### src/rtl/lsrc_pkg.sv
package lsrc_pkg;

  // Coordinate and window widths.
  localparam int COORD_BITS = 16;
  localparam int WIN_BITS   = 12;

  // Signed extent of one axis, and its magnitude as a fraction denominator.
  localparam int EXT_BITS = COORD_BITS + 1;
  localparam int DEN_BITS = COORD_BITS;

  // Signed numerator: a clamped window edge minus the start coordinate.
  localparam int NUM_BITS  = ((COORD_BITS > WIN_BITS) ? COORD_BITS : WIN_BITS + 1) + 1;
  localparam int MAG_BITS  = NUM_BITS - 1;
  localparam int QUO_BITS  = MAG_BITS;
  localparam int PROD_BITS = MAG_BITS + DEN_BITS;

  // Recomputed endpoint: start plus a signed rounded offset.
  localparam int END_BITS =
    ((COORD_BITS > QUO_BITS + 2) ? COORD_BITS : QUO_BITS + 2) + 1;

  // Pipeline depth.
  localparam int FRONT_STAGES = 5;
  localparam int DIV_STAGES   = QUO_BITS + 1;
  localparam int BACK_STAGES  = 2;
  localparam int PIPE_STAGES  = FRONT_STAGES + DIV_STAGES + BACK_STAGES;

  // Stream payload widths.
  localparam int IN_DATA_BITS   = ((4 * COORD_BITS + 7) / 8) * 8;
  localparam int OUT_FIELD_BITS = 1 + 4 * WIN_BITS;
  localparam int OUT_DATA_BITS  = ((OUT_FIELD_BITS + 7) / 8) * 8;

  // Configuration register indexes.
  localparam int CFG_INDEX_BITS = 2;
  typedef logic [CFG_INDEX_BITS-1:0] reg_index_t;
  localparam reg_index_t REG_X_MIN = reg_index_t'(0);
  localparam reg_index_t REG_X_MAX = reg_index_t'(1);
  localparam reg_index_t REG_Y_MIN = reg_index_t'(2);
  localparam reg_index_t REG_Y_MAX = reg_index_t'(3);

  typedef logic signed [COORD_BITS-1:0] coord_t;
  typedef logic [WIN_BITS-1:0]          win_t;
  typedef logic signed [END_BITS-1:0]   endp_t;

  typedef struct packed {
    win_t x_min;
    win_t x_max;
    win_t y_min;
    win_t y_max;
  } window_t;

  // Exact fraction: sign, magnitude of the numerator, positive denominator.
  typedef struct packed {
    logic                neg;
    logic [MAG_BITS-1:0] mag;
    logic [DEN_BITS-1:0] den;
  } frac_t;

  localparam frac_t FRAC_ZERO = '{neg: 1'b0, mag: MAG_BITS'(0), den: DEN_BITS'(1)};
  localparam frac_t FRAC_ONE  = '{neg: 1'b0, mag: MAG_BITS'(1), den: DEN_BITS'(1)};

  // Segment data that rides alongside the dividers.
  typedef struct packed {
    coord_t xa;
    coord_t ya;
    coord_t xb;
    coord_t yb;
    logic   pass;
    logic   clip_ok;
  } side_t;

  // One offset division: magnitude product over denominator, with sign.
  typedef struct packed {
    logic [PROD_BITS-1:0] m;
    logic [DEN_BITS-1:0]  d;
    logic                 neg;
  } div_in_t;

  typedef struct packed {
    logic [QUO_BITS-1:0] q;
    logic [DEN_BITS-1:0] rem;
    logic [DEN_BITS-1:0] d;
    logic                neg;
    logic                ovf;
  } div_out_t;

  // Point inside the window, edges inclusive.
  function automatic logic pt_inside(endp_t x, endp_t y, window_t w);
    logic in_x;
    logic in_y;
    in_x = (x >= $signed(END_BITS'(w.x_min))) && (x <= $signed(END_BITS'(w.x_max)));
    in_y = (y >= $signed(END_BITS'(w.y_min))) && (y <= $signed(END_BITS'(w.y_max)));
    return in_x && in_y;
  endfunction

endpackage

### src/rtl/lsrc_div.sv
module lsrc_div (
  input  logic                              clk,
  input  logic [lsrc_pkg::DIV_STAGES-1:0]   en,
  input  lsrc_pkg::div_in_t                 din,
  output lsrc_pkg::div_out_t                dout
);
  import lsrc_pkg::*;

  logic [DEN_BITS-1:0] rem_r [DIV_STAGES];
  logic [QUO_BITS-1:0] low_r [DIV_STAGES];
  logic [QUO_BITS-1:0] q_r   [DIV_STAGES];
  logic [DEN_BITS-1:0] d_r   [DIV_STAGES];
  logic                neg_r [DIV_STAGES];
  logic                ovf_r [DIV_STAGES];

  logic [DEN_BITS:0]   trial [DIV_STAGES];
  logic                ge    [DIV_STAGES];
  logic [DEN_BITS-1:0] hi;

  assign hi = din.m[PROD_BITS-1:QUO_BITS];

  // Trial subtraction for each restoring step.
  always_comb begin
    trial[0] = '0;
    ge[0]    = 1'b0;
    for (int s = 1; s < DIV_STAGES; s++) begin
      trial[s] = {rem_r[s-1], low_r[s-1][QUO_BITS-1]};
      ge[s]    = trial[s] >= {1'b0, d_r[s-1]};
    end
  end

  // First stage flags a quotient too large to matter; then one bit per stage.
  always_ff @(posedge clk) begin
    if (en[0]) begin
      rem_r[0] <= hi;
      low_r[0] <= din.m[QUO_BITS-1:0];
      q_r[0]   <= '0;
      d_r[0]   <= din.d;
      neg_r[0] <= din.neg;
      ovf_r[0] <= hi >= din.d;
    end
    for (int s = 1; s < DIV_STAGES; s++) begin
      if (en[s]) begin
        rem_r[s] <= ge[s] ? DEN_BITS'(trial[s] - {1'b0, d_r[s-1]}) : trial[s][DEN_BITS-1:0];
        low_r[s] <= {low_r[s-1][QUO_BITS-2:0], 1'b0};
        q_r[s]   <= {q_r[s-1][QUO_BITS-2:0], ge[s]};
        d_r[s]   <= d_r[s-1];
        neg_r[s] <= neg_r[s-1];
        ovf_r[s] <= ovf_r[s-1];
      end
    end
  end

  assign dout.q   = q_r[DIV_STAGES-1];
  assign dout.rem = rem_r[DIV_STAGES-1];
  assign dout.d   = d_r[DIV_STAGES-1];
  assign dout.neg = neg_r[DIV_STAGES-1];
  assign dout.ovf = ovf_r[DIV_STAGES-1] | (low_r[DIV_STAGES-1] != '0);

endmodule

### config.mk
export PLATFORM = sky130hd
export DESIGN_NAME = lsrc_div
export DESIGN_NICKNAME = d
export VERILOG_FILES = /design/src/rtl/lsrc_pkg.sv /design/src/rtl/lsrc_div.sv
export SDC_FILE = /design/constraint.sdc
export NUM_CORES = 1
export LEC_CHECK = 0
export BUFFER_PORTS_ARGS = -buffer_cell sky130_fd_sc_hd__buf_4
export CORE_ASPECT_RATIO = 1.75
export CORE_MARGIN = 10
export CORE_UTILIZATION = 37
export CTS_BUF_LIST = sky130_fd_sc_hd__clkbuf_16
export DETAILED_ROUTE_END_ITERATION = 16
export PLACE_DENSITY = 0.57
export SETUP_SLACK_MARGIN = 0.15
export SYNTH_ARGS = -nofsm -noshare
export SYNTH_HDL_FRONTEND = slang
export SYNTH_SLANG_ARGS = --single-unit
export TNS_END_PERCENT = 50
### constraint.sdc
create_clock -name clk -period 3.95 [get_ports clk]
set_clock_uncertainty 0.15 [all_clocks]
set_input_delay 0.395 -clock clk [delete_from_list [all_inputs] [get_ports clk]]
set_output_delay 0.395 -clock clk [all_outputs]
set_load 0.1 [all_outputs]
Yosys cells after proc, flatten, opt, wreduce, memory -nomap -nowiden
Memory sizes are Yosys's and may differ from the RTL's.
Cells that the tools add are included.
- register bits after elaboration: 0
- bits in writable memories: 1122
- input bits: 67
- output and inout port bits: 50
- logic and storage cells: 91
- memories: 6
- $add $sub $neg: 16
- $lt $le $gt $ge: 17
- multiplexer cells: 50
- bitwise operators: 1
- reductions and logical operators: 1
- memory list (name ; depth ; width ; rd ports ; clocked after memory_dff ; write ports ; line ; source):
    d_r ; 17 ; 16 ; 17 ; 0 ; 17 ; lsrc_div.sv:12 ; logic [DEN_BITS-1:0] d_r [DIV_STAGES];
    low_r ; 17 ; 16 ; 17 ; 0 ; 17 ; lsrc_div.sv:10 ; logic [QUO_BITS-1:0] low_r [DIV_STAGES];
    q_r ; 17 ; 16 ; 17 ; 0 ; 17 ; lsrc_div.sv:11 ; logic [QUO_BITS-1:0] q_r [DIV_STAGES];
    rem_r ; 17 ; 16 ; 17 ; 0 ; 17 ; lsrc_div.sv:9 ; logic [DEN_BITS-1:0] rem_r [DIV_STAGES];
    neg_r ; 17 ; 1 ; 17 ; 0 ; 17 ; lsrc_div.sv:13 ; logic neg_r [DIV_STAGES];
    ovf_r ; 17 ; 1 ; 17 ; 0 ; 17 ; lsrc_div.sv:14 ; logic ovf_r [DIV_STAGES];
- operators by type and width (kind ; number):
    17-bit by 16-bit >= comparator with 1-bit output ; 16
    16-bit two-way mux ; 16
    16-bit subtractor ; 16
    1-bit two-way mux ; 34
    16-bit >= comparator ; 1
    16-bit nonzero test ; 1
    1-bit bitwise OR ; 1

Longest topological paths before layout
Gate-level depths: netlist of the first run.
An unclocked memory read counts as a cell.
- word-level depth: 3
- mapped depth: 12
- mapped depth without buffers: 11

Worst setup path before layout of the first run
Ideal clock, no wire load.
- path kind: flip-flop to flip-flop
- start: memory rem_r[6][3] (netlist name)
- end: memory rem_r[7][10] (netlist name) (data pin)
- setup time: 0.260 ns
- arrival time: 2.830 ns
- required time: 3.540 ns
- setup slack: 0.709 ns
- stages on the path, launching flop included: 11
- buffers on the path: 1
- period minus slack after synthesis: 3.241 ns
- path through: edfxtp_1 > ha_1 > a211o_1 > and3_4 > nor4_2 > o21ba_2 > a211o_4 > a31oi_4 > a2111oi_4 > buf_6 > mux2_4
- RTL lines (element ; line):
    start, declared ; lsrc_div.sv:9

==> results of run 1 <==
[cells in the mapped netlist (21+ instances only)]
library cell / n / area share (%)
o21bai_1: 21 / 0.38
clkbuf_1: 27 / 0.24
o21ai_0: 173 / 2.1
nand2b_1: 35 / 0.53
buf_4: 35 / 0.63
nor2b_1: 41 / 0.62
nor3_1: 43 / 0.52
mux2_2: 129 / 3.5
mux2i_1: 25 / 0.60
ha_1: 272 / 8.2
nor2_1: 136 / 1.2
a21o_1: 71 / 1.3
nand3_1: 34 / 0.41
nand4_1: 32 / 0.48
o31ai_1: 26 / 0.47
inv_1: 334 / 3.0
xor2_1: 60 / 1.3
a21oi_1: 167 / 2.0
edfxtp_1: 850 / 62
xnor2_1: 116 / 2.4
o21a_1: 60 / 1.1
a31oi_1: 29 / 0.44
nand2_1: 157 / 1.4
[stage by stage]
step           power (mW)  util [%]  hold WS, ns
6_report            36.89     42.59       0.1074
4_1_cts             37.29     42.59      0.08500
5_1_grt             39.14     42.59       0.1196
3_5_place_dp        29.23     39.76       0.2545
2_1_floorplan       24.77         -       0.2503
3_3_place_gp        29.00     39.76       0.2527
[flip-flops by register name, summed over array words and instances, names as in the netlist]
register  cells
q_r         136
neg_r        17
d_r         272
ovf_r        17
rem_r       272
low_r       136
[power by group through the flow]
stage / logic, mW / clock network, mW / registers (mW)
after floorplan: 10.7 / 0 / 14.0
after global placement: 15.2 / 0 / 13.8
after detailed placement: 15.4 / 0 / 13.9
after CTS: 15.5 / 8.16 / 13.7
after global routing: 16.8 / 8.49 / 13.9
final: 15.3 / 7.91 / 13.7
[worst max path at each step]
stage,start,to,slack [ns],cells past startpoint
after floorplan,rem_r[6][3],rem_r[7][10],0.71,10
after global placement,d_r[0][193],rem_r[13][9],0.32,10
after detailed placement,d_r[0][193],rem_r[13][9],0.30,10
after CTS,d_r[0][193],rem_r[13][9],0.28,10
after global routing,rem_r[4][1],rem_r[5][15],0.17,11
final,d_r[0][193],rem_r[13][9],0.40,10
[final cells by class]
class	instances	area, sq um	area share, %
inverters	335	1257	2.648
clock inverters	70	569.3	1.199
repair buffers	224	1892	3.984
well taps	1476	1847	3.889
flip-flops and latches	850	25520	53.75
multi-input cells	1861	14290	30.10
clock buffers	84	2102	4.427
[routing by layer]
layer  global-route usage [%]  part of all wire, %
met5                        0                    0
met4                    11.17                  8.1
met3                    2.116                  3.1
met2                    31.90                   64
met1                    8.737                   25
[cell families after synthesis]
| logic type | Yosys count | synth area share, % |
|---|---|---|
| XOR/XNOR | 176 | 3.716 |
| AO/OA/AOI/OAI | 697 | 11.06 |
| buffers and inverters | 409 | 4.096 |
| flip-flops | 850 | 61.53 |
| adder cells (fa/ha/maj) | 288 | 8.975 |
| AND/OR/NAND/NOR | 537 | 6.213 |
| multiplexers | 163 | 4.412 |
[timing repair]
item	4_1_cts	5_1_grt
endpoints found under the hold margin	49	0
endpoints found under the setup margin	0	0
hold buffers	49	0
==> metrics.md, run 1 <==
| Metric | Value |
|---|---|
| Cells after Synth | 3120 |
| Total vias in the final route | 24560 |
| Fillers | 10310 |
| Internal power | 23.98 mW |
| Leakage Power | 18.66 nW |
| Layout cell share with drive strength beyond 1 | 13.61% |
| Max stage delay on crit path | 0.44 ns |
| Die height | around 460 um |
| Number of flops mapped to enable cells by yosys | 850 |
| Hold worst-path end | low_r[0][172] |
| Switch Pwr | 12.90 mW |
| Worst r2r src | d_r[0][193] |
| Nets | between 3000 and 4000 |
| First-pass GRT wire length | 138700 um |
| Clock Latency Late Sink | 0.68 ns |
| Setup slack after layout | 0.4022 ns |
| Core Box Area | 111500 sq um |
| Fin crit period | 3.548 ns |
| CP cell instances | inv_1, ha_1, nor2b_1, o31a_1, o41ai_2, buf_4, a31oi_1, a21oi_1, a211o_1, mux2_2 |
| #FFs+latches synth | 850 |
| Starting DRC count in detailed routing | approximately 950 |
| Initial antenna violation count | 0 |
| Reg-to-reg endpoint | rem_r[13][9] |
| Most frequent cells in the layout | edfxtp_1, inv_1, ha_1, o21ai_0, buf_4 |
| Vias per cell | 5.013 |
| CP max stage cell | edfxtp_1 |
| Fin cells | just under 5000 |
| Hold Crit Class | input pin to register |
| Highest Clock Rate | approximately 280 MHz |
| CTS clk-pin slew, worst paths | 0.06 ns |
| Residual DRC count | 0 |
| Max FO, Critical Path | 13 |
| Final GP Congestion | 0.8805 |
| Die area | about 130000 sq um |
| CP Capture Type | register |
| Netlist cell types | 81 |
| Power density over the cells | 776.8 nW/um^2 |
| Status | finished, final reports clean |
| Gate power share | 41.5% |
| Final wirelength | 89370 um |
| CTS tree | done |
| Number of cells after detailed placement | roughly 4700 |
| Resize count post-CTS | 0 |
| Flop pwr share | ~37% |
| Dpl cell area | ~44000 sq um |
| I/O pin cnt | 117 |
| Final hold vios | 0 |
| Sw frac | 34.98% |
| CTS HTree Levels | 3 |
| MaxCap Viol Count | 0 |
| RSZ-0062 raised after global routing | false |
| CP Buf/Inv Count | 2 |
| Mapped Nets | 3475 |
| Setup crit start kind | register |
| CP top delay family | compound AO/OA/AOI/OAI gates |
| Worst VDD drop | 0.0003877 V |
| Fin crit share | 89.82% |
| Clock sinks | 850 |
| WL/cell | around 18 um |
| Clk pwr share | approximately 22% |
| Area grow syn2layout | 14.46% |
| CP Data Arrival Time | between 3 and 4 ns |
| DP HPWL | 71390 um |
| Commonest non-fill, non-tap cell in the layout | edfxtp_1 |
| Main flop type after synthesis | edfxtp_1 |
| Syn_area_per_cell | 13.30 sq um |
| Relative slew slack | 48.73% |
| Num rows | 162 |
| Root Buffer | clkbuf_16 |
| Vias in the first global route | 26840 |
| First-pass DRT Iterations | 5 |
| Design Area, Final | approximately 47000 sq um |
| Max-slew violations | 0 |
| Largest net degree at the start of global routing | 51 |
| Initial core utilization | 37.21% |
| Num CTS Buffers | 84 |
| Diodes inserted | 0 |
| TNS Setup | 0 ns |
| Setup Buffers After CTS | 0 |
| Chip Width | between 200 and 300 um |
| Worst R2R Path Depth | 10 |
| DRT antenna net count | 0 |
| Warnings from Yosys | 0 |
| Hold path depth | 1 |
| IO Port Bufs | 116 |
| Worst slew pin tran | 0.7610 ns |
| Total GRT Usage | 14.15% |
| Clock Path Buffers | 3 |
| CP Class | register to register |
| Sequential share of the synthesized area | slightly above 60% |
| Hold wc startpoint | en[10] |
| WP data required | 4.22 ns |
| Place WS | 0.3027 ns |
| Gr ovfl total | 0 |
| Final setup violation count | 0 |
| Asr flop ratio synth | 0% |
| R2r setup slk | between 0.4 and 0.5 ns |
| Post-synthesis cell area | 41490 sq um |
Note: power is estimated with default switching activity, not from simulation.
==> run 2, diff against run 1 <==
RECOVER_POWER = 100   (was unset)
SKIP_CTS_REPAIR_TIMING = 1   (was unset)
==> run 2 against run 1 <==
Against the previous run: the flow now finishes with violations (capacitance limit, slew limit); sequential power is essentially flat; register-to-register slack got worse by 0.20 ns; non-clock buffer count is the same; die area stayed put; highest routed layer unchanged; power decreased by 0.88%; maximum frequency is 5.4% lower.
==> metrics.md, run 2 (synthesis results as in run 1) <==
| Metric | Value |
|---|---|
| Fin crit share | 94.98% |
| Worst slew pin tran | about 2.9 ns |
| Highest Clock Rate | 266.5 MHz |
| DP HPWL | ~71000 um |
| Num CTS Buffers | 84 |
| Gate power share | about two fifths |
| WL/cell | 18.24 um |
| Flop pwr share | 37.5% |
| Initial antenna violation count | 1 |
| Core Box Area | 111500 sq um |
| Hold path depth | 0 |
| Num rows | 162 |
| Most frequent cells in the layout | edfxtp_1, inv_1, ha_1, o21ai_0, a21oi_1 |
| Core Util, Final | 42.22% |
| Relative slew slack | -92.34% |
| Nets | 3711 |
| Worst r2r src | d_r[0][177] |
| Final wirelength | 89370 um |
| Total power draw | 36.56 mW |
| Failing checks | capacitance limit, slew limit |
| Total vias in the final route | ~25000 |
| Area grow syn2layout | 13.46% |
| Largest net degree at the start of global routing | 51 |
| RSZ-0062 raised after global routing | false |
| Place WS | around 0.30 ns |
| First-pass GRT wire length | 137800 um |
| Worst VDD drop | 0.0003882 V |
| Sw frac | 35.15% |
| Final hold vios | 0 |
| Fin crit period | around 3.8 ns |
| R2r setup slk | ~0.2 ns |
| Commonest non-fill, non-tap cell in the layout | edfxtp_1 |
| Residual DRC count | 0 |
| CP Data Arrival Time | 4.02 ns |
| Setup crit start kind | register |
| Fillers | slightly above 10000 |
| CTS tree | done |
| Vias per cell | roughly 5 |
| Max FO, Critical Path | 16 |
| Internal power | 23.71 mW |
| Status | complete, but fails checks |
| Final GP Congestion | 0.8805 |
| Leakage Power | 18.32 nW |
| Chip Width | approximately 270 um |
| Switch Pwr | approximately 13 mW |
| Initial core utilization | between 30% and 40% |
| Total GRT Usage | 14.08% |
| CP Class | register to register |
| Clock Path Buffers | 3 |
| I/O pin cnt | between 100 and 150 |
| Max-slew violations | 867 |
| Worst setup path startpoint | d_r[0][177] |
| Setup slack after layout | 0.1982 ns |
| Vias in the first global route | between 20000 and 30000 |
| Regs by FF count | d_r x272, rem_r x272 |
| TNS Setup | 0 ns |
| Clk pwr share | 21.6% |
| Clock sinks | 850 |
| Root Buffer | clkbuf_16 |
| CTS HTree Levels | 3 |
| Die height | between 400 and 500 um |
| Worst R2R Path Depth | 13 |
| Final setup violation count | 0 |
| Die area | 126400 sq um |
| Gr ovfl total | 0 |
| MaxCap Viol Count | 17 |
| First-pass DRT Iterations | 5 |
| CTS clk-pin slew, worst paths | 0.06 ns |
| Clock Latency Late Sink | roughly 0.67 ns |
| Hold wc startpoint | low_r[0][119] |
| Layout cell share with drive strength beyond 1 | 10.72% |
| DRT antenna net count | 0 |
| Starting DRC count in detailed routing | 900 |
| Hold Crit Class | register to register |
| IO Port Bufs | 116 |
| Power density over the cells | 776.7 nW/um^2 |
| WP data required | 4.22 ns |
| CP Capture Type | register |
-- run 2: routing by layer --
layer | routed length [um] | track usage (%) | up-vias
li1 | - | - | 12060
met3 | 2732 | 2.080 | 265
met1 | 22120 | 8.687 | 11760
met5 | 0 | 0 | -
met2 | 57420 | 31.75 | 463
met4 | 7100 | 11.14 | 0
-- run 2: power groups by stage --
stage	Clock, mW	Sequential (mW)	Combinational [mW]
2_1_floorplan	0	14.0	10.7
5_1_grt	8.49	13.9	16.5
3_5_place_dp	0	13.9	15.4
4_1_cts	8.16	13.7	15.4
3_3_place_gp	0	13.8	15.2
6_report	7.91	13.7	15.0
-- run 2: path summary, 6_finish.rpt --
check / endpoint
worst max-delay path: rem_r[12][11]
worst min-delay path: low_r[0][136]
worst max register to register: rem_r[12][11]
worst min register to register: low_r[0][136]
-- run 2: critical path, cell delays in order, from the launching register on --
cell	delay (ns)
edfxtp_1	0.45
inv_1	0.09
ha_1	0.23
nor2b_1	0.15
o31ai_1	0.19
clkbuf_1	0.28
a21oi_1	0.17
a221o_1	0.41
a31oi_1	0.28
buf_4	0.18
o21ai_1	0.09
o32ai_1	0.23
buf_12	0.23
mux2_2	0.36
-- run 2: cell type report --
cell class | count | area (sq um) | share of cell area, %
antenna | 1 | 2.502 | 0.005316
clock buffer | 84 | 2102 | 4.466
clock inverter | 70 | 569.3 | 1.209
inverter | 335 | 1257 | 2.671
multi-input combinational | 1861 | 14230 | 30.23
sequential | 850 | 25520 | 54.23
tap | 1476 | 1847 | 3.923
timing repair buffer | 224 | 1539 | 3.270
-- run 2: stage by stage --
| stage | std cells | area (sq um) | hold WS, ns |
|---|---|---|---|
| detailed placement | 4697 | 44320 | 0.2545 |
| floorplan | 3120 | 41490 | 0.2503 |
| finish | 4901 | 47070 | 0.2543 |
| global route | 4900 | 47070 | 0.2676 |
| global placement | 4697 | 44320 | 0.2527 |
| CTS | 4851 | 46990 | -0.2946 |
==> run 3, diff against run 2 <==
ABC_AREA = 1   (was unset)
CORE_ASPECT_RATIO = 2   (was 1.75)
CORE_MARGIN = unset   (was 10)
==> run 3 against run 2 <==
Against the previous run: final cell count is 49% higher; non-clock buffer count is 41 lower; first-iteration DRC count is 71% higher; area after synthesis is 15% higher; the run still ends with capacitance limit, slew limit left.
==> metrics.md, run 3 <==
| Metric | Value |
|---|---|
| Status | complete, but fails checks |
| Failing checks | capacitance limit, slew limit |
| Root Buffer | clkbuf_16 |
| Cell accounting for the most synthesized area | edfxtp_1 |
| Cells after Synth | around 5400 |
| CP top delay family | simple AND/OR/NAND/NOR gates |
| Commonest non-fill, non-tap cell in the layout | nand2_1 |
| Netlist cell types | 41 |
| Synth top area share | 53.44% |
| DRT antenna net count | 0 |
| Xor and xnor area share after synthesis | 1.779% |
| Highest Clock Rate | 296.1 MHz |
| Top-count cell post-synth | nand2_1 |
| GRT met1 Usage | 14.24% |
| TNS Setup | 0 ns |
| #FFs+latches synth | 850 |
| Grt met2 use | 49.43% |
| Combinational family with the most area after synthesis | simple AND/OR/NAND/NOR gates |
| Initial antenna violation count | 13 |
| CP cell instances | inv_1, ha_1, nand2_1, inv_1, nand2_1, nand2_1, inv_1, nand3_2, nand2_1, nand2_1, nand2_1, nand2_1 |
| Final GP Congestion | roughly 1.0 |
| CP Buf/Inv Count | 3 |
| Main flop type after synthesis | edfxtp_1 |
| Syn_area_per_cell | 8.903 sq um |
| Most frequent cells in the layout | nand2_1, inv_1, edfxtp_1, nand3_1, ha_1 |
| Mapped Nets | 5720 |
| Chip Width | 256.1 um |
| Power density over the cells | 750.8 nW/um^2 |
| Fillers | 12800 |
| Number of flops mapped to enable cells by yosys | 850 |
| Clock Path Buffers | 3 |
| I/O pin cnt | between 100 and 150 |
| Fin crit share | 85.51% |
| CTS clk-pin slew, worst paths | roughly 0.07 ns |
| Post-synthesis cell area | between 40000 and 50000 sq um |
| Regs by FF count | d_r x272, rem_r x272 |
| Final setup violation count | 0 |
| Clock Latency Late Sink | 0.71 ns |
| CP Data Arrival Time | between 3 and 4 ns |
| Setup crit start kind | register |
| First-pass GRT wire length | 218400 um |
| Area grow syn2layout | 10.84% |
| CTS tree | done |
| Gr ovfl total | 0 |
| Vias per cell | 4.835 |
| Post-synth top cells | nand2_1, inv_1, edfxtp_1 |
| Residual DRC count | 0 |
| CP Capture Type | register |
| GRT Max-Usage Layer | met2 |
| RSZ-0062 raised after global routing | false |
| Max-slew violations | 867 |
| Asr flop ratio synth | 0% |
| Relative slew slack | -139.5% |
| Adder-cell share of the synthesized area | 7.796% |
| Clock sinks | 850 |
| Largest net degree at the start of global routing | 51 |
| CTS HTree Levels | 3 |
| Met3 Use GR | around 3% |
| Complex-gate fraction of the synthesized area | 2.088% |
| Warnings from Yosys | 0 |
| Max FO, Critical Path | 17 |
| Total power draw | about 40 mW |
| Simple logic cell fraction of the synthesized area | 25.30% |
| Synth top area cells | edfxtp_1, nand2_1, inv_1 |
| CP max stage cell | nand2_1 |
| Max stage delay on crit path | 0.66 ns |
| Worst VDD drop | 0.0004100 V |
| Leakage Power | 25.70 nW |
| Num CTS Buffers | 83 |
| MaxCap Viol Count | 17 |
| First-pass DRT Iterations | 5 |
| CP Class | register to register |
| Layout cell share with drive strength beyond 1 | ~5.3% |
| Starting DRC count in detailed routing | 1537 |
| Mux contribution to synthesized area | 0% |
| Worst slew pin tran | 3.593 ns |
| Number of cells after detailed placement | slightly above 7000 |
| Hold Crit Class | register to register |
| DP HPWL | between 100000 and 150000 um |
| Final hold vios | 0 |
| Fin crit period | 3.378 ns |
| Core Box Area | 128200 sq um |
| Fin cells | 7314 |
| Total vias in the final route | around 35000 |
| CP most frequent cell | nand2_1 |
| Nets | a little under 6000 |
| R2r setup slk | 0.57 ns |
| WP data required | ~4.3 ns |
| Vias in the first global route | 36510 |
| Total GRT Usage | a little under a quarter |
| Num rows | approximately 190 |
| Die area | 130600 sq um |
| IO Port Bufs | 116 |
| Die height | 510.1 um |
| Initial core utilization | 37.25% |
| Sequential share of the synthesized area | 53.44% |
| WL/cell | 20.74 um |
| Final wirelength | about 150000 um |
[run 3: cell count changes in the layout (fill, tap and decap cells not counted), sizes merged, moves of 95 or more]
cell   delta
xnor2    -95
nand3   +383
mux2    -138
o21ai   -164
inv     +692
nand2  +1839
[run 3: area by class of cell]
type	instances	area (sq um)	area share (%)
multi-input cells	3395	17510	33.08
clock inverters	68	595.6	1.125
diodes	15	37.54	0.07090
flip-flops and latches	850	25520	48.21
well taps	1692	2117	3.999
inverters	1028	3859	7.289
repair buffers	183	1219	2.302
clock buffers	83	2077	3.923
[run 3: metrics by stage]
stage	hold WS [ns]	area (sq um)	worst slack [ns]	utilization, %
after floorplan	0.2503	47760	1.878	-
after global placement	0.2513	50160	0.9847	39.12
after detailed placement	0.2545	50160	0.9939	39.12
after CTS	-0.3334	52830	0.9828	41.20
after global routing	0.2639	52930	0.3895	41.28
final	0.2610	52940	0.5725	41.28
[run 3: final timing paths]
check | depth (start not counted) | endpoint | from
max | 12 | rem_r[2][4] | d_r[0][24]
min reg2reg | 0 | q_r[0][228] | q_r[0][211]
max reg2reg | 12 | rem_r[2][4] | d_r[0][24]
min | 0 | q_r[0][228] | q_r[0][211]
[run 3: power by group]
part	switching (mW)	internal, mW	total (mW)	leakage [nW]
Combinational	12.4	5.34	17.7	16.0
Clock	3.72	4.24	7.97	1.33
Sequential	1.50	12.6	14.1	8.34
[run 3: worst register-to-register path, delay by kind of cell, from the launching register on]
family / cells / cell delay [ns]
buffers and inverters: 3 / 0.24
and+or+nand+nor: 8 / 1.97
DFF: 1 / 0.43
adders and majority gates: 1 / 0.35
[run 3: cells by family (layout without fill, tap and decap cells)]
logic type,count (synthesis),count (layout)
AO/OA/AOI/OAI,186,186
XOR/XNOR,97,97
adder cells (fa/ha/maj),288,288
buffers and inverters,1120,1362
flip-flops,850,850
other,0,15
AND/OR/NAND/NOR,2824,2824
[run 3: layer usage]
layer | up-vias | share of wire, %
met5 | - | 0.015
met4 | 4 | 14
met3 | 589 | 2.7
met1 | 16360 | 24
met2 | 904 | 59
li1 | 17510 | -
