$ cat config.mk
export PLATFORM = sky130hd
export DESIGN_NAME = lsrc_back
export DESIGN_NICKNAME = d
export VERILOG_FILES = /design/src/rtl/lsrc_pkg.sv /design/src/rtl/lsrc_back.sv
export SDC_FILE = /design/constraint.sdc
export NUM_CORES = 1
export LEC_CHECK = 0
export ABC_CLOCK_PERIOD_IN_PS = 7750
export BUFFER_PORTS_ARGS = -buffer_cell sky130_fd_sc_hd__buf_2
export CAP_MARGIN = 20
export CORE_UTILIZATION = 45
export DETAILED_ROUTE_END_ITERATION = 7
export PLACE_DENSITY_LB_ADDON = 0.08
export SLEW_MARGIN = 20
export SYNTH_ARGS = -nofsm -noshare
export SYNTH_HDL_FRONTEND = slang
export SYNTH_SLANG_ARGS = --single-unit
$ cat constraint.sdc
create_clock -name clk -period 7.75 [get_ports clk]
set_input_delay 1.1625 -clock clk [delete_from_list [all_inputs] [get_ports clk]]
set_output_delay 1.1625 -clock clk [all_outputs]
set_load 0.03 [all_outputs]
$ cat src/rtl/lsrc_pkg.sv
package lsrc_pkg;

  // Coordinate and window widths.
  localparam int COORD_BITS = 16;
  localparam int WIN_BITS   = 12;

  // Signed extent of one axis, and its magnitude as a fraction denominator.
  localparam int EXT_BITS = COORD_BITS + 1;
  localparam int DEN_BITS = COORD_BITS;

  // Signed numerator: a clamped window edge minus the start coordinate.
  localparam int NUM_BITS  = ((COORD_BITS > WIN_BITS) ? COORD_BITS : WIN_BITS + 1) + 1;
  localparam int MAG_BITS  = NUM_BITS - 1;
  localparam int QUO_BITS  = MAG_BITS;
  localparam int PROD_BITS = MAG_BITS + DEN_BITS;

  // Recomputed endpoint: start plus a signed rounded offset.
  localparam int END_BITS =
    ((COORD_BITS > QUO_BITS + 2) ? COORD_BITS : QUO_BITS + 2) + 1;

  // Pipeline depth.
  localparam int FRONT_STAGES = 5;
  localparam int DIV_STAGES   = QUO_BITS + 1;
  localparam int BACK_STAGES  = 2;
  localparam int PIPE_STAGES  = FRONT_STAGES + DIV_STAGES + BACK_STAGES;

  // Stream payload widths.
  localparam int IN_DATA_BITS   = ((4 * COORD_BITS + 7) / 8) * 8;
  localparam int OUT_FIELD_BITS = 1 + 4 * WIN_BITS;
  localparam int OUT_DATA_BITS  = ((OUT_FIELD_BITS + 7) / 8) * 8;

  // Configuration register indexes.
  localparam int CFG_INDEX_BITS = 2;
  typedef logic [CFG_INDEX_BITS-1:0] reg_index_t;
  localparam reg_index_t REG_X_MIN = reg_index_t'(0);
  localparam reg_index_t REG_X_MAX = reg_index_t'(1);
  localparam reg_index_t REG_Y_MIN = reg_index_t'(2);
  localparam reg_index_t REG_Y_MAX = reg_index_t'(3);

  typedef logic signed [COORD_BITS-1:0] coord_t;
  typedef logic [WIN_BITS-1:0]          win_t;
  typedef logic signed [END_BITS-1:0]   endp_t;

  typedef struct packed {
    win_t x_min;
    win_t x_max;
    win_t y_min;
    win_t y_max;
  } window_t;

  // Exact fraction: sign, magnitude of the numerator, positive denominator.
  typedef struct packed {
    logic                neg;
    logic [MAG_BITS-1:0] mag;
    logic [DEN_BITS-1:0] den;
  } frac_t;

  localparam frac_t FRAC_ZERO = '{neg: 1'b0, mag: MAG_BITS'(0), den: DEN_BITS'(1)};
  localparam frac_t FRAC_ONE  = '{neg: 1'b0, mag: MAG_BITS'(1), den: DEN_BITS'(1)};

  // Segment data that rides alongside the dividers.
  typedef struct packed {
    coord_t xa;
    coord_t ya;
    coord_t xb;
    coord_t yb;
    logic   pass;
    logic   clip_ok;
  } side_t;

  // One offset division: magnitude product over denominator, with sign.
  typedef struct packed {
    logic [PROD_BITS-1:0] m;
    logic [DEN_BITS-1:0]  d;
    logic                 neg;
  } div_in_t;

  typedef struct packed {
    logic [QUO_BITS-1:0] q;
    logic [DEN_BITS-1:0] rem;
    logic [DEN_BITS-1:0] d;
    logic                neg;
    logic                ovf;
  } div_out_t;

  // Point inside the window, edges inclusive.
  function automatic logic pt_inside(endp_t x, endp_t y, window_t w);
    logic in_x;
    logic in_y;
    in_x = (x >= $signed(END_BITS'(w.x_min))) && (x <= $signed(END_BITS'(w.x_max)));
    in_y = (y >= $signed(END_BITS'(w.y_min))) && (y <= $signed(END_BITS'(w.y_max)));
    return in_x && in_y;
  endfunction

endpackage

$ cat src/rtl/lsrc_back.sv
module lsrc_back (
  input  logic                               clk,
  input  logic [lsrc_pkg::BACK_STAGES-1:0]   en,
  input  lsrc_pkg::side_t                    side,
  input  lsrc_pkg::div_out_t [3:0]           lane,
  input  lsrc_pkg::window_t                  win,
  output logic                               visible,
  output lsrc_pkg::win_t                     clipped_start_x,
  output lsrc_pkg::win_t                     clipped_start_y,
  output lsrc_pkg::win_t                     clipped_end_x,
  output lsrc_pkg::win_t                     clipped_end_y
);
  import lsrc_pkg::*;

  // Base plus the offset rounded half up.
  function automatic endp_t round_end(coord_t base, div_out_t l);
    logic              nz;
    logic              negf;
    logic              up;
    logic [DEN_BITS:0] twor;
    logic [QUO_BITS:0] qq;
    endp_t             off;
    nz   = (l.q != '0) || (l.rem != '0);
    negf = l.neg && nz;
    twor = {l.rem, 1'b0};
    up   = negf ? (twor > {1'b0, l.d}) : (twor >= {1'b0, l.d});
    qq   = {1'b0, l.q} + (QUO_BITS + 1)'(up);
    off  = $signed(END_BITS'(qq));
    if (negf) begin
      off = -off;
    end
    return END_BITS'(base) + off;
  endfunction

  side_t side_r;
  endp_t nxa_r, nya_r, nxb_r, nyb_r;
  logic  ovf_r;
  logic  vis_nxt;
  logic  vis_r;
  win_t  csx_r, csy_r, cex_r, cey_r;

  // Stage 0: rebuild the clipped endpoints.
  always_ff @(posedge clk) begin
    if (en[0]) begin
      side_r <= side;
      nxa_r  <= round_end(side.xa, lane[0]);
      nya_r  <= round_end(side.ya, lane[1]);
      nxb_r  <= round_end(side.xa, lane[2]);
      nyb_r  <= round_end(side.ya, lane[3]);
      ovf_r  <= lane[0].ovf | lane[1].ovf | lane[2].ovf | lane[3].ovf;
    end
  end

  assign vis_nxt = side_r.pass ||
                   (side_r.clip_ok && !ovf_r &&
                    pt_inside(nxa_r, nya_r, win) && pt_inside(nxb_r, nyb_r, win));

  // Stage 1: result register, zeroed when the segment is rejected.
  always_ff @(posedge clk) begin
    if (en[1]) begin
      vis_r <= vis_nxt;
      if (side_r.pass) begin
        csx_r <= side_r.xa[WIN_BITS-1:0];
        csy_r <= side_r.ya[WIN_BITS-1:0];
        cex_r <= side_r.xb[WIN_BITS-1:0];
        cey_r <= side_r.yb[WIN_BITS-1:0];
      end else if (vis_nxt) begin
        csx_r <= nxa_r[WIN_BITS-1:0];
        csy_r <= nya_r[WIN_BITS-1:0];
        cex_r <= nxb_r[WIN_BITS-1:0];
        cey_r <= nyb_r[WIN_BITS-1:0];
      end else begin
        csx_r <= '0;
        csy_r <= '0;
        cex_r <= '0;
        cey_r <= '0;
      end
    end
  end

  assign visible         = vis_r;
  assign clipped_start_x = csx_r;
  assign clipped_start_y = csy_r;
  assign clipped_end_x   = cex_r;
  assign clipped_end_y   = cey_r;

endmodule

Word-level counts from Yosys, hierarchy flattened
Cells that the tools add are included.

Input bits: 317. Word-level logic and storage cells: 94. Register bits after elaboration: 176. Output and inout port bits: 49.

Reductions and logical operators: 27. $add $sub $neg: 12. Bitwise operators: 3. Order comparisons: 16. Mux-type cells: 20.

Operators with widths (count): $mux W19 (8); $reduce_bool A16 Y1 (8); $mux W12 (8); $add A16 B19 Y19 (4); $ge A19 B13 Y1 (4); $le A19 B13 Y1 (4); $neg A17 Y19 (4); $add A16 B1 Y17 (4); $ge A17 B16 Y1 (4); $gt A17 B16 Y1 (4); $logic_and A1 B1 Y1 (13); $logic_or A1 B1 Y1 (5); $mux W1 (4); $or A1 B1 Y1 (3); $logic_not A1 Y1 (1).

Depth between registers and ports, before layout
Gate-level depths: netlist (run 1).

Word-level depth: 9. Gate-level depth with buffers: 28. Mapped depth without buffers: 28.

Worst setup path before layout (run 1)
Ideal clock, no wire load.

Path type: input to register. Start point: in lane[42] (netlist bit). End point: reg nxa_r[18], data pin. Buffers on the path: 2. Stages: 26. Required time: 7489 ps. Setup time: 261 ps. Arrival: 6416 ps. Setup slack: 1073 ps. Cell sequence: clkbuf_1 nor3_1 nand3_1 o31ai_2 clkbuf_1 nor4_1 a21oi_1 ha_1 ha_1 inv_1 ha_1 or4b_2 o31ai_1 o21ai_0 a21oi_1 nand2_1 o21ai_0 xnor2_1 ha_1 and4_1 and3_1 a21o_1 a41oi_1 a211o_1 o21ai_0 xnor2_1.

Cells in the longest elaborated chain, start to end: 9.

Ends and longest elaborated chain: from (decl) (line lsrc_back.sv:5) `input lsrc_pkg::div_out_t [3:0] lane,`; $reduce_bool A16 Y1 (line lsrc_back.sv:23) `nz = (l.q != '0) || (l.rem != '0);`; $logic_or A1 B1 Y1 (line lsrc_back.sv:23); $logic_and A1 B1 Y1 (line lsrc_back.sv:24) `negf = l.neg && nz;`; $mux W1 (line lsrc_back.sv:26) `up = negf ? (twor > {1'b0, l.d}) : (twor >= {1'b0, l.d});`; $add A16 B1 Y17 (line lsrc_back.sv:27) `qq = {1'b0, l.q} + (QUO_BITS + 1)'(up);`; $neg A17 Y19 (line lsrc_back.sv:30) `off = -off;`; $mux W19 (*) (line lsrc_back.sv:29) `if (negf) begin`; $mux W19 (*) (line lsrc_back.sv:44) `if (en[0]) begin`; $add A16 B19 Y19 (*) (line lsrc_back.sv:32) `return END_BITS'(base) + off;`; to (signal assigned) (line lsrc_back.sv:46) `nxa_r <= round_end(side.xa, lane[0]);`; to (decl) (line lsrc_back.sv:36) `endp_t nxa_r, nya_r, nxb_r, nyb_r;`.

Every way passes the cells marked *; elsewhere a longest branch is shown, timed or not. The select of a mux whose other input is x is not followed. A chain may end at the register's enable or synchronous reset.

Worst setup path in the final report (run 1)
Start point: in lane[154] (netlist bit). End point: reg nyb_r[18], data pin.

Cells in the longest elaborated chain, start to end: 7. Elaborated cells on any way between the ends: 8. Classes of those cells: add/sub (3); order compare (2); mux (3).

Ends and longest elaborated chain: $ge A17 B16 Y1 or $gt A17 B16 Y1 (tied branches) (line lsrc_back.sv:26); $mux W1 (*) (line lsrc_back.sv:26); $add A16 B1 Y17 (*) (line lsrc_back.sv:27); $neg A17 Y19 (line lsrc_back.sv:30); $mux W19 (*) (line lsrc_back.sv:29); $mux W19 (*) (line lsrc_back.sv:44); $add A16 B19 Y19 (*) (line lsrc_back.sv:32); to (signal assigned) (line lsrc_back.sv:49) `nyb_r <= round_end(side.ya, lane[3]);`; to (decl) (line lsrc_back.sv:36).

Marks and branches as above.

==> flow_summary.toml, run 1 <==
[timing]
finClkSkew_ns = 0.0104
worst_slew_pin_slew_ns = 0.913
fmax_mhz = 147
slew_headroom_pct = 39.2
rsz0062_at_grt = "no"
fin_setup_tns_ns = 0
fin_crit_sh_pct = 88.0
hold_violations = 0
drv_slew = 0
setup_viol = 0
period_needed_ns = 6.82

[synthesis]
syn_inst = 1940
ys_seq_area_share_pct = 30.2
synthTopCellsByArea = "edfxtp_1, ha_1, xnor2_1, a21oi_1, inv_1"
yosysWarnings = 0
synth.avg_cell_area_sq_um = 9.03
synth_largest_area_cell = "edfxtp_1"
yosysUniqueCellTypes = 80
synth_edf_count = 176
ys.flop_type = "edfxtp_1"
syn_nets = 2505
synth.top_cell.area_share_pct = 30.2
synth_area_sq_um = 17500
synthArstFlopShare_pct = 0
ys_ff_latch = 176

[cells_and_area]
area_growth_pct = 16.1
layout.cells.non_filler = 2785
fin_util_pct = 53.5
design_area_sq_um = 20300
nets = 2823
fillCellCount = 3705
drive_above_1_share_pct = 19.1
seq_area_sq_um = 5290
multi_input_area_sq_um = 11300

[floorplan]
core_area_sq_um = 38000
start_util_pct = 46.1
core.rowCount = 71
die_h_um = 199
io_pins = 366
die_w_um = 199
die-area_sq_um = 39700

[global_routing]
grt_usage_pct = 25.8
grt_max_degree = 98
antenna_found_initial = 3
grt_pass1_vias = 15100
grt_pass1_wl_um = 79500
grt.overflow.total = 0

[run_status]
status = "completed"

[clock_tree]
post_cts_resized = 0
cts_buffer_depth = 2
ctsHoldBuffers = 0
clk_latency_ns = 0.44
post-cts-setup-buffer-count = 0
h-tree-depth = 4
cts.clk_slew.worst_paths_ns = 0.07
cts_root_buf = "clkbuf_16"
cts_buffers = 17
cts_tree = "done"
cts.sinks = 176

[critical_path]
r2r_start = "nxb_r[14]"
cp-startpoint = "lane[154]"
cp_data_required_time_ns = 7.94
path_class = "input port to register"
cp_max_fo = 7
end_kind = "register"
start_kind = "input port"
cp.arrival_ns = 7.01

[power_and_ir_drop]
power_frac_clock_pct = 25.1
vdd_drop_max_mv = 0.158
pwr-share-seq_pct = 38.0
power.density_nw_per_um2 = 176
switching_share_pct = 35.3
p_switching_mw = 1.26
comb_power_share_pct = 36.9
power.leakage_nw = 8.90
p_int_mw = 2.32

[run]
maxCapViolations = 0

[route]
wire_per_inst_um = 18.5
vias_per_cell = 5.67
drc = 0
postRouteAntennaNets = 0
firstDrtPassIters = 5
drt-total-wl_um = 51600
drt_iter0_drc = 887
routed-via-count = 15800

[placement]
placed_cells = 2750
gp_congestion = 0.909
numPortBuffers = 357
dp_hpwl_um = 42800
place_area_sq_um = 19700

[hold_path]
hold_class = "register to register"
min_from = "side_r[50]"
-- cells in the mapped netlist (all sizes together), types with 8 or more instances --
| master | n |
|---|---|
| ha | 244 |
| buf | 28 |
| clkbuf | 40 |
| and4 | 10 |
| a211o | 12 |
| o31ai | 20 |
| nand3 | 71 |
| a211oi | 20 |
| a41oi | 10 |
| edfxtp | 176 |
| and2 | 13 |
| and3 | 23 |
| nor2 | 99 |
| nand2b | 54 |
| nand2 | 113 |
| o211ai | 18 |
| a21oi | 121 |
| nand4 | 57 |
| xor2 | 55 |
| a21boi | 9 |
| o21a | 20 |
| nor2b | 23 |
| nor3 | 44 |
| or3 | 17 |
| or4 | 9 |
| inv | 156 |
| o21ai | 123 |
| a21o | 50 |
| xnor2 | 138 |
| a31oi | 18 |
| nor4 | 42 |
| a2111oi | 8 |
-- kinds of logic after synthesis --
logic type / synth area share, %
compound gates: 18.1
fa+ha+maj: 17.9
mux: 0.364
simple gates: 18.6
flops: 30.2
buf+inv: 5.13
xor+xnor: 9.65
-- state kept, by name (all words and copies together), names as in the netlist --
name / flops
ovf_r: 1
clipped_start_y: 12
clipped_end_x: 12
visible: 1
nxa_r: 19
side_r: 50
nxb_r: 19
clipped_end_y: 12
clipped_start_x: 12
nyb_r: 19
nya_r: 19
-- area by class of cell --
cell class              instances  share of cell area, %
clock buffers                  19                   2.13
flip-flops and latches        176                   26.0
multi-input cells            1540                   55.8
repair buffers                367                   9.17
clock inverters                13                  0.862
well taps                     511                   3.15
diodes                          3                 0.0369
inverters                     156                   2.88
-- placed cells by master (no fill, tap or decap), types with 6 or more instances in the layout --
| cell | n |
|---|---|
| buf_2 | 356 |
| ha_1 | 244 |
| edfxtp_1 | 176 |
| inv_1 | 156 |
| xnor2_1 | 138 |
| a21oi_1 | 121 |
| nand2_1 | 112 |
| o21ai_0 | 109 |
| nor2_1 | 99 |
| nand3_1 | 71 |
| nand4_1 | 55 |
| xor2_1 | 55 |
| nand2b_1 | 54 |
| a21o_1 | 50 |
| nor3_1 | 44 |
| nor4_1 | 40 |
| nor2b_1 | 23 |
| and3_1 | 23 |
| o21a_1 | 20 |
| a211oi_1 | 20 |
| o211ai_1 | 18 |
| a31oi_1 | 18 |
| or3_1 | 17 |
| clkbuf_16 | 17 |
| o31ai_1 | 16 |
| a211o_1 | 12 |
| and2_1 | 12 |
| buf_4 | 11 |
| and4_1 | 10 |
| a41oi_1 | 10 |
| o21ai_2 | 10 |
| a21boi_0 | 9 |
| a2111oi_0 | 7 |
| or4_1 | 7 |
| nand3b_1 | 7 |
| o21bai_1 | 7 |
| o2111ai_1 | 7 |
| nand4b_1 | 6 |
-- power by group through the flow --
| stage | sequential (mW) | clock, mW | combinational (mW) |
|---|---|---|---|
| after floorplan | 1.35 | 0 | 0.888 |
| after global placement | 1.38 | 0 | 1.27 |
| after detailed placement | 1.38 | 0 | 1.31 |
| after CTS | 1.36 | 0.912 | 1.32 |
| after global routing | 1.37 | 0.948 | 1.49 |
| final | 1.36 | 0.898 | 1.32 |
-- routing by layer --
layer | wire length [um] | part of all wire, % | track usage, % | vias up
li1 | - | - | - | 7862
met1 | 23800 | 46 | 35.6 | 7341
met2 | 23100 | 45 | 41.3 | 534
met3 | 3450 | 6.7 | 3.95 | 67
met4 | 1260 | 2.4 | 8.26 | 0
met5 | 0 | 0 | 0 | -
-- path summary, 6_finish.rpt --
kind	cells past startpoint	slack, ns	to
max	28	0.93	nyb_r[18]
min	2	0.52	clipped_start_x[0]
max reg2reg	5	4.38	clipped_start_y[11]
min reg2reg	2	0.52	clipped_start_x[0]
-- per-stage QoR --
step	hold WS, ns	power, mW	setup WS (ns)
after floorplan	0.498	2.24	1.07
after global placement	0.504	2.65	0.640
after detailed placement	0.512	2.69	0.489
after CTS	0.525	3.59	0.946
after global routing	0.537	3.81	0.457
final	0.522	3.58	0.927
-- critical path, stage by stage --
cell	delay [ns]
buf_2	0.08
inv_1	0.04
ha_1	0.31
a21o_1	0.16
a21o_1	0.17
a211o_1	0.29
a221oi_1	0.30
o21ai_0	0.11
a2111oi_0	0.42
a41oi_1	0.09
ha_1	0.29
ha_1	0.34
inv_1	0.08
ha_1	0.20
nor4b_1	0.40
o2111a_1	0.29
nand4_1	0.21
mux2i_1	0.17
a22o_1	0.20
xor2_1	0.14
ha_1	0.31
and4_1	0.20
and3_1	0.19
a21o_1	0.15
a41oi_1	0.24
a211o_1	0.22
o21ai_0	0.11
xnor2_1	0.13
Power figures use the tool's default switching activity.
==> run 2, diff against run 1 <==
--- a/config.mk
+++ b/config.mk
@@ -5,12 +5,14 @@
 export SDC_FILE = /design/constraint.sdc
 export NUM_CORES = 1
 export LEC_CHECK = 0
-export ABC_CLOCK_PERIOD_IN_PS = 7750
+export ABC_CLOCK_PERIOD_IN_PS = 6100
 export BUFFER_PORTS_ARGS = -buffer_cell sky130_fd_sc_hd__buf_2
 export CAP_MARGIN = 20
 export CORE_UTILIZATION = 45
+export CTS_CLUSTER_SIZE = 30
 export DETAILED_ROUTE_END_ITERATION = 7
 export PLACE_DENSITY_LB_ADDON = 0.08
+export REMOVE_ABC_BUFFERS = 1
 export SLEW_MARGIN = 20
 export SYNTH_ARGS = -nofsm -noshare
 export SYNTH_HDL_FRONTEND = slang
==> constraint.sdc (replaced) <==
create_clock -name clk -period 6.1 [get_ports clk]
set_input_delay 0.915 -clock clk [delete_from_list [all_inputs] [get_ports clk]]
set_output_delay 0.915 -clock clk [all_outputs]
set_load 0.03 [all_outputs]
==> run 2 against run 1 <==
Utilization increased by 5.5 points; global-route usage increased by 0.94 points; first-iteration DRC count rose by 15%; sequential share of layout area fell by 2.4 points.
==> flow_summary.toml, run 2 (synthesis results as in run 1) <==
[run_status]
status = "completed"

[cells_and_area]
nets = 3073
area_growth_pct = 27.9
mostFrequentLayoutCell = "buf_2"
top_register = "side_r"
largest_reg_flops = 50
drive_above_1_share_pct = 28.3
mostFrequentLayoutCells = "buf_2, buf_4, ha_1"
design_area_sq_um = 22400

[global_routing]
grt_usage_pct = 26.8
grt.overflow.total = 0
antenna_found_initial = 5
grt_pass1_wl_um = 82700
grt_pass1_vias = 16100
grt_max_degree = 98

[route]
drt-total-wl_um = 53900
routed-via-count = 16600
firstDrtPassIters = 5
wire_per_inst_um = 17.8
postRouteAntennaNets = 0
drc = 0
drt_iter0_drc = 1019
vias_per_cell = 5.49

[run]
maxCapViolations = 0

[clock_tree]
cts.sinks = 176
cts_buffers = 17
cts_buffer_depth = 2
cts_tree = "done"
ctsHoldBuffers = 0
h-tree-depth = 4
cts_root_buf = "clkbuf_16"
clk_latency_ns = 0.45
cts.clk_slew.worst_paths_ns = 0.07

[critical_path]
ff2ff_setup_slack_ns = 2.82
cp.arrival_ns = 6.05
cp_data_required_time_ns = 6.29
cp_max_fo = 10
path_class = "input port to register"
start_kind = "input port"
reg2reg_to = "clipped_end_x[1]"
r2r_start = "nyb_r[18]"
reg2regPathDepth = 7
end_kind = "register"

[power_and_ir_drop]
power.leakage_nw = 10.1
vdd_drop_max_mv = 0.194
power.density_nw_per_um2 = 212

[hold_path]
min_from = "side_r[59]"
min_to = "clipped_start_x[9]"
whs_path_depth = 2
hold_class = "register to register"

[timing]
slew_headroom_pct = 35.4
worst_slew_pin_slew_ns = 0.969
setup_viol = 0
fmax_mhz = 171
fin_crit_sh_pct = 96.1
fin_setup_tns_ns = 0
period_needed_ns = 5.86
finClkSkew_ns = 0.0102
hold_violations = 0
drv_slew = 0

[floorplan]
core_area_sq_um = 38000
die_h_um = 199
core.rowCount = 71
die_w_um = 199
die-area_sq_um = 39700
io_pins = 366
start_util_pct = 46.1

[placement]
gp_congestion = 0.957
numPortBuffers = 357
dp_hpwl_um = 45200
place_area_sq_um = 21600
run 2: cell count changes in the layout (fill, tap and decap cells not counted), moves of 6 or more:
cell and delta:
buf_4 +250, ha_1 -6, o21ai_0 -12, o21ai_1 +12
run 2: per-stage QoR:
step | cells | utilization (%) | hold slack [ns] | setup slack, ns | power [mW]
6_report | 3034 | 58.9 | 0.526 | 0.236 | 4.75
3_5_place_dp | 2997 | 56.7 | 0.511 | -0.525 | 3.62
2_1_floorplan | 1872 | - | 0.498 | -0.729 | 2.81
4_1_cts | 3029 | 58.3 | 0.528 | 0.0269 | 4.73
5_1_grt | 3034 | 58.9 | 0.552 | -0.0587 | 5.04
3_3_place_gp | 2997 | 56.7 | 0.503 | -0.408 | 3.57
run 2: worst max-delay path by stage:
stage	startpoint	end	slack [ns]
2_1_floorplan	lane[124]	nxb_r[18]	-0.73
3_3_place_gp	lane[154]	nyb_r[18]	-0.41
3_5_place_dp	lane[154]	nyb_r[18]	-0.53
4_1_cts	lane[103]	nxb_r[18]	0.03
5_1_grt	lane[62]	nya_r[18]	-0.06
6_report	lane[62]	nya_r[18]	0.24
run 2: routing by layer:
metal,vias up,GRT usage [%],part of all wire (%)
met5,-,0,0.041
met4,4,6.13,1.3
met3,48,3.54,5.9
met2,491,46.1,48
met1,7744,35.4,45
li1,8362,-,-
run 2: critical path: stages:
cell and delay (ns):
buf_2 0.08, inv_1 0.06, ha_1 0.31, a21o_1 0.17
a21oi_1 0.14, nor2b_1 0.05, o21ai_0 0.14, nand2b_1 0.14
a2111oi_4 0.33, a21oi_2 0.09, ha_1 0.20, ha_1 0.22
buf_4 0.19, and4_1 0.21, a21o_1 0.22, a2111oi_4 0.40
or2_4 0.17, a21oi_1 0.09, xnor2_1 0.23, ha_1 0.28
and2_1 0.16, a221o_1 0.33, a21oi_1 0.15, o21ai_1 0.10
a21o_1 0.18, o41a_1 0.32, xor2_1 0.18
run 2: final cells by class:
type	instances	area [sq um]
antenna	2	5.00
clock buffer	18	429
clock inverter	14	156
fill	3536	15600
inverter	156	586
multi-input combinational	1540	11600
sequential	176	5290
tap	511	639
timing repair buffer	617	3740
run 2: timing repair:
| action | CTS | global route |
|---|---|---|
| pin swaps | 0 | 17 |
| resized for setup | 3 | 50 |
| buffers inserted | 0 | 3 |
| setup endpoints to repair | 3 | 27 |
run 2: power breakdown:
group | internal [mW] | switching (mW)
Clock | 0.612 | 0.490
Combinational | 0.896 | 1.02
Sequential | 1.57 | 0.152
Total | 3.08 | 1.66
==> run 3, diff against run 2 <==
--- a/config.mk
+++ b/config.mk
@@ -12,7 +12,6 @@
 export CTS_CLUSTER_SIZE = 30
 export DETAILED_ROUTE_END_ITERATION = 7
 export PLACE_DENSITY_LB_ADDON = 0.08
-export REMOVE_ABC_BUFFERS = 1
 export SLEW_MARGIN = 20
 export SYNTH_ARGS = -nofsm -noshare
 export SYNTH_HDL_FRONTEND = slang
==> constraint.sdc (replaced) <==
create_clock -name clk -period 6.1 [get_ports clk]
set_input_delay 0.915 -clock clk [delete_from_list [all_inputs] [get_ports clk]]
set_output_delay 0.915 -clock clk [all_outputs]
set_load 0.1 [all_outputs]
==> run 3 against run 2 <==
Sequential power about the same; cell area grew 0.35%; non-clock buffer count up 4; sequential share of layout area is 0.081 points lower; die area did not move; sequential cell count unchanged; first-iteration DRC count fell by 5.4%; largest cell class unchanged; count of clock-buffer cells in the layout decreased by 1; register-to-register slack about the same; largest power group unchanged.
==> flow_summary.toml, run 3 (synthesis results as in run 1) <==
[timing]
worst_slew_pin_slew_ns = 0.913
fin_crit_sh_pct = 97.1
fmax_mhz = 169
drv_slew = 0
period_needed_ns = 5.92
rsz0062_at_grt = "yes"
hold_violations = 0
slew_headroom_pct = 39.1
setup_ws_ns = 0.176
finClkSkew_ns = 0.0152
setup_viol = 0

[cells_and_area]
mostFrequentLayoutCell = "buf_2"
drive_above_1_share_pct = 28.9
top_register = "side_r"
area_growth_pct = 28.4
nets = 3077
design_area_sq_um = 22500
mostFrequentLayoutCells = "buf_2, buf_4, ha_1"
multi_input_area_sq_um = 11600
seq_area_sq_um = 5290
largest_reg_flops = 50
fillCellCount = 3537
fin_util_pct = 59.1

[floorplan]
start_util_pct = 46.1
die_w_um = 199
die_h_um = 199
core.rowCount = 71
io_pins = 366
core_area_sq_um = 38000
die-area_sq_um = 39700

[clock_tree]
clk_latency_ns = 0.45
cts_root_buf = "clkbuf_16"
cts_tree = "done"
cts.sinks = 176
h-tree-depth = 4
cts_buffer_depth = 2
ctsHoldBuffers = 0
cts_buffers = 17
cts.clk_slew.worst_paths_ns = 0.08

[global_routing]
grt_pass1_wl_um = 82300
grt_max_degree = 98
antenna_found_initial = 1
grt_pass1_vias = 16000
grt.overflow.total = 0
grt_usage_pct = 26.4

[power_and_ir_drop]
power.density_nw_per_um2 = 216
power.leakage_nw = 10.2
vdd_drop_max_mv = 0.159

[critical_path]
worstPathBufferInverterCount = 2
end_kind = "register"
start_kind = "input port"
r2r_start = "nyb_r[18]"
path_depth = 26
path_class = "input port to register"
cp_max_fo = 3
cp_data_required_time_ns = 6.29
cp.arrival_ns = 6.11
cp_slowest_cell = "a2111o_1"
reg2regPathDepth = 7
cp_slowest_stage_delay_ns = 0.40
cp_top_family = "compound AO/OA/AOI/OAI gates"
cp-startpoint = "lane[62]"
crit_path_frequent_cell = "a21oi_1"

[placement]
numPortBuffers = 357
place_area_sq_um = 21600
dp_hpwl_um = 44100
gp_congestion = 0.921
pre_cts_slack_ns = -0.480

[run_status]
status = "completed"

[run]
maxCapViolations = 0

[hold_path]
hold_class = "register to register"
min_from = "side_r[19]"
whs_path_depth = 2

[route]
drt_iter0_drc = 964
vias_per_cell = 5.51
drc = 0
drt-total-wl_um = 52800
firstDrtPassIters = 5
wire_per_inst_um = 17.4
postRouteAntennaNets = 0
routed-via-count = 16700
## run 3: power by group
group | switching (mW) | internal [mW] | total, mW
registers | 0.159 | 1.57 | 1.73
clock network | 0.536 | 0.552 | 1.09
logic | 1.12 | 0.901 | 2.03
## run 3: area by class of cell
cell class	count	share of cell area, %
multi-input combinational	1540	51.6
sequential	176	23.5
timing repair buffer	621	16.8
tap	511	2.84
inverter	156	2.60
clock buffer	17	1.89
clock inverter	15	0.735
antenna	1	0.0111
## run 3: timing repair
| item | CTS | global route |
|---|---|---|
| pin swaps | 0 | 28 |
| setup buffers | 0 | 4 |
| setup endpoints to repair | 1 | 25 |
| gates resized for setup | 1 | 52 |
## run 3: per-stage QoR
step	hold WS, ns	setup TNS, ns	cells	total power, mW
final	0.519	0	3037	4.85
after global routing	0.536	-0.0615	3036	5.16
after CTS	0.521	0	3032	4.83
after detailed placement	0.512	-7.27	3000	3.73
after global placement	0.505	-4.33	3000	3.67
after floorplan	0.498	-0.00177	1940	2.96
## run 3: worst paths after layout
check / to / slack (ns)
setup / recovery: nya_r[18] / 0.18
hold / removal: clipped_end_x[1] / 0.52
setup reg to reg: clipped_start_x[11] / 2.82
hold reg to reg: clipped_end_x[1] / 0.52
## run 3: worst reg2reg max path, cell delays in order (launching register included)
cell and delay, ns:
edfxtp_1 0.54, or4_4 0.58, nor4_4 0.38, o211ai_1 0.16, o21ai_1 0.17, o311ai_1 0.14, or4_4 0.73, o21ai_0 0.39
## run 3: per-layer routing
layer / track usage (%) / vias up / share of wire (%)
met1: 35.9 / 7752 / 46
li1: - / 8372 / -
met3: 4.14 / 74 / 6.1
met2: 42.7 / 527 / 45
met5: 0 / - / 0
met4: 8.35 / 0 / 2.7
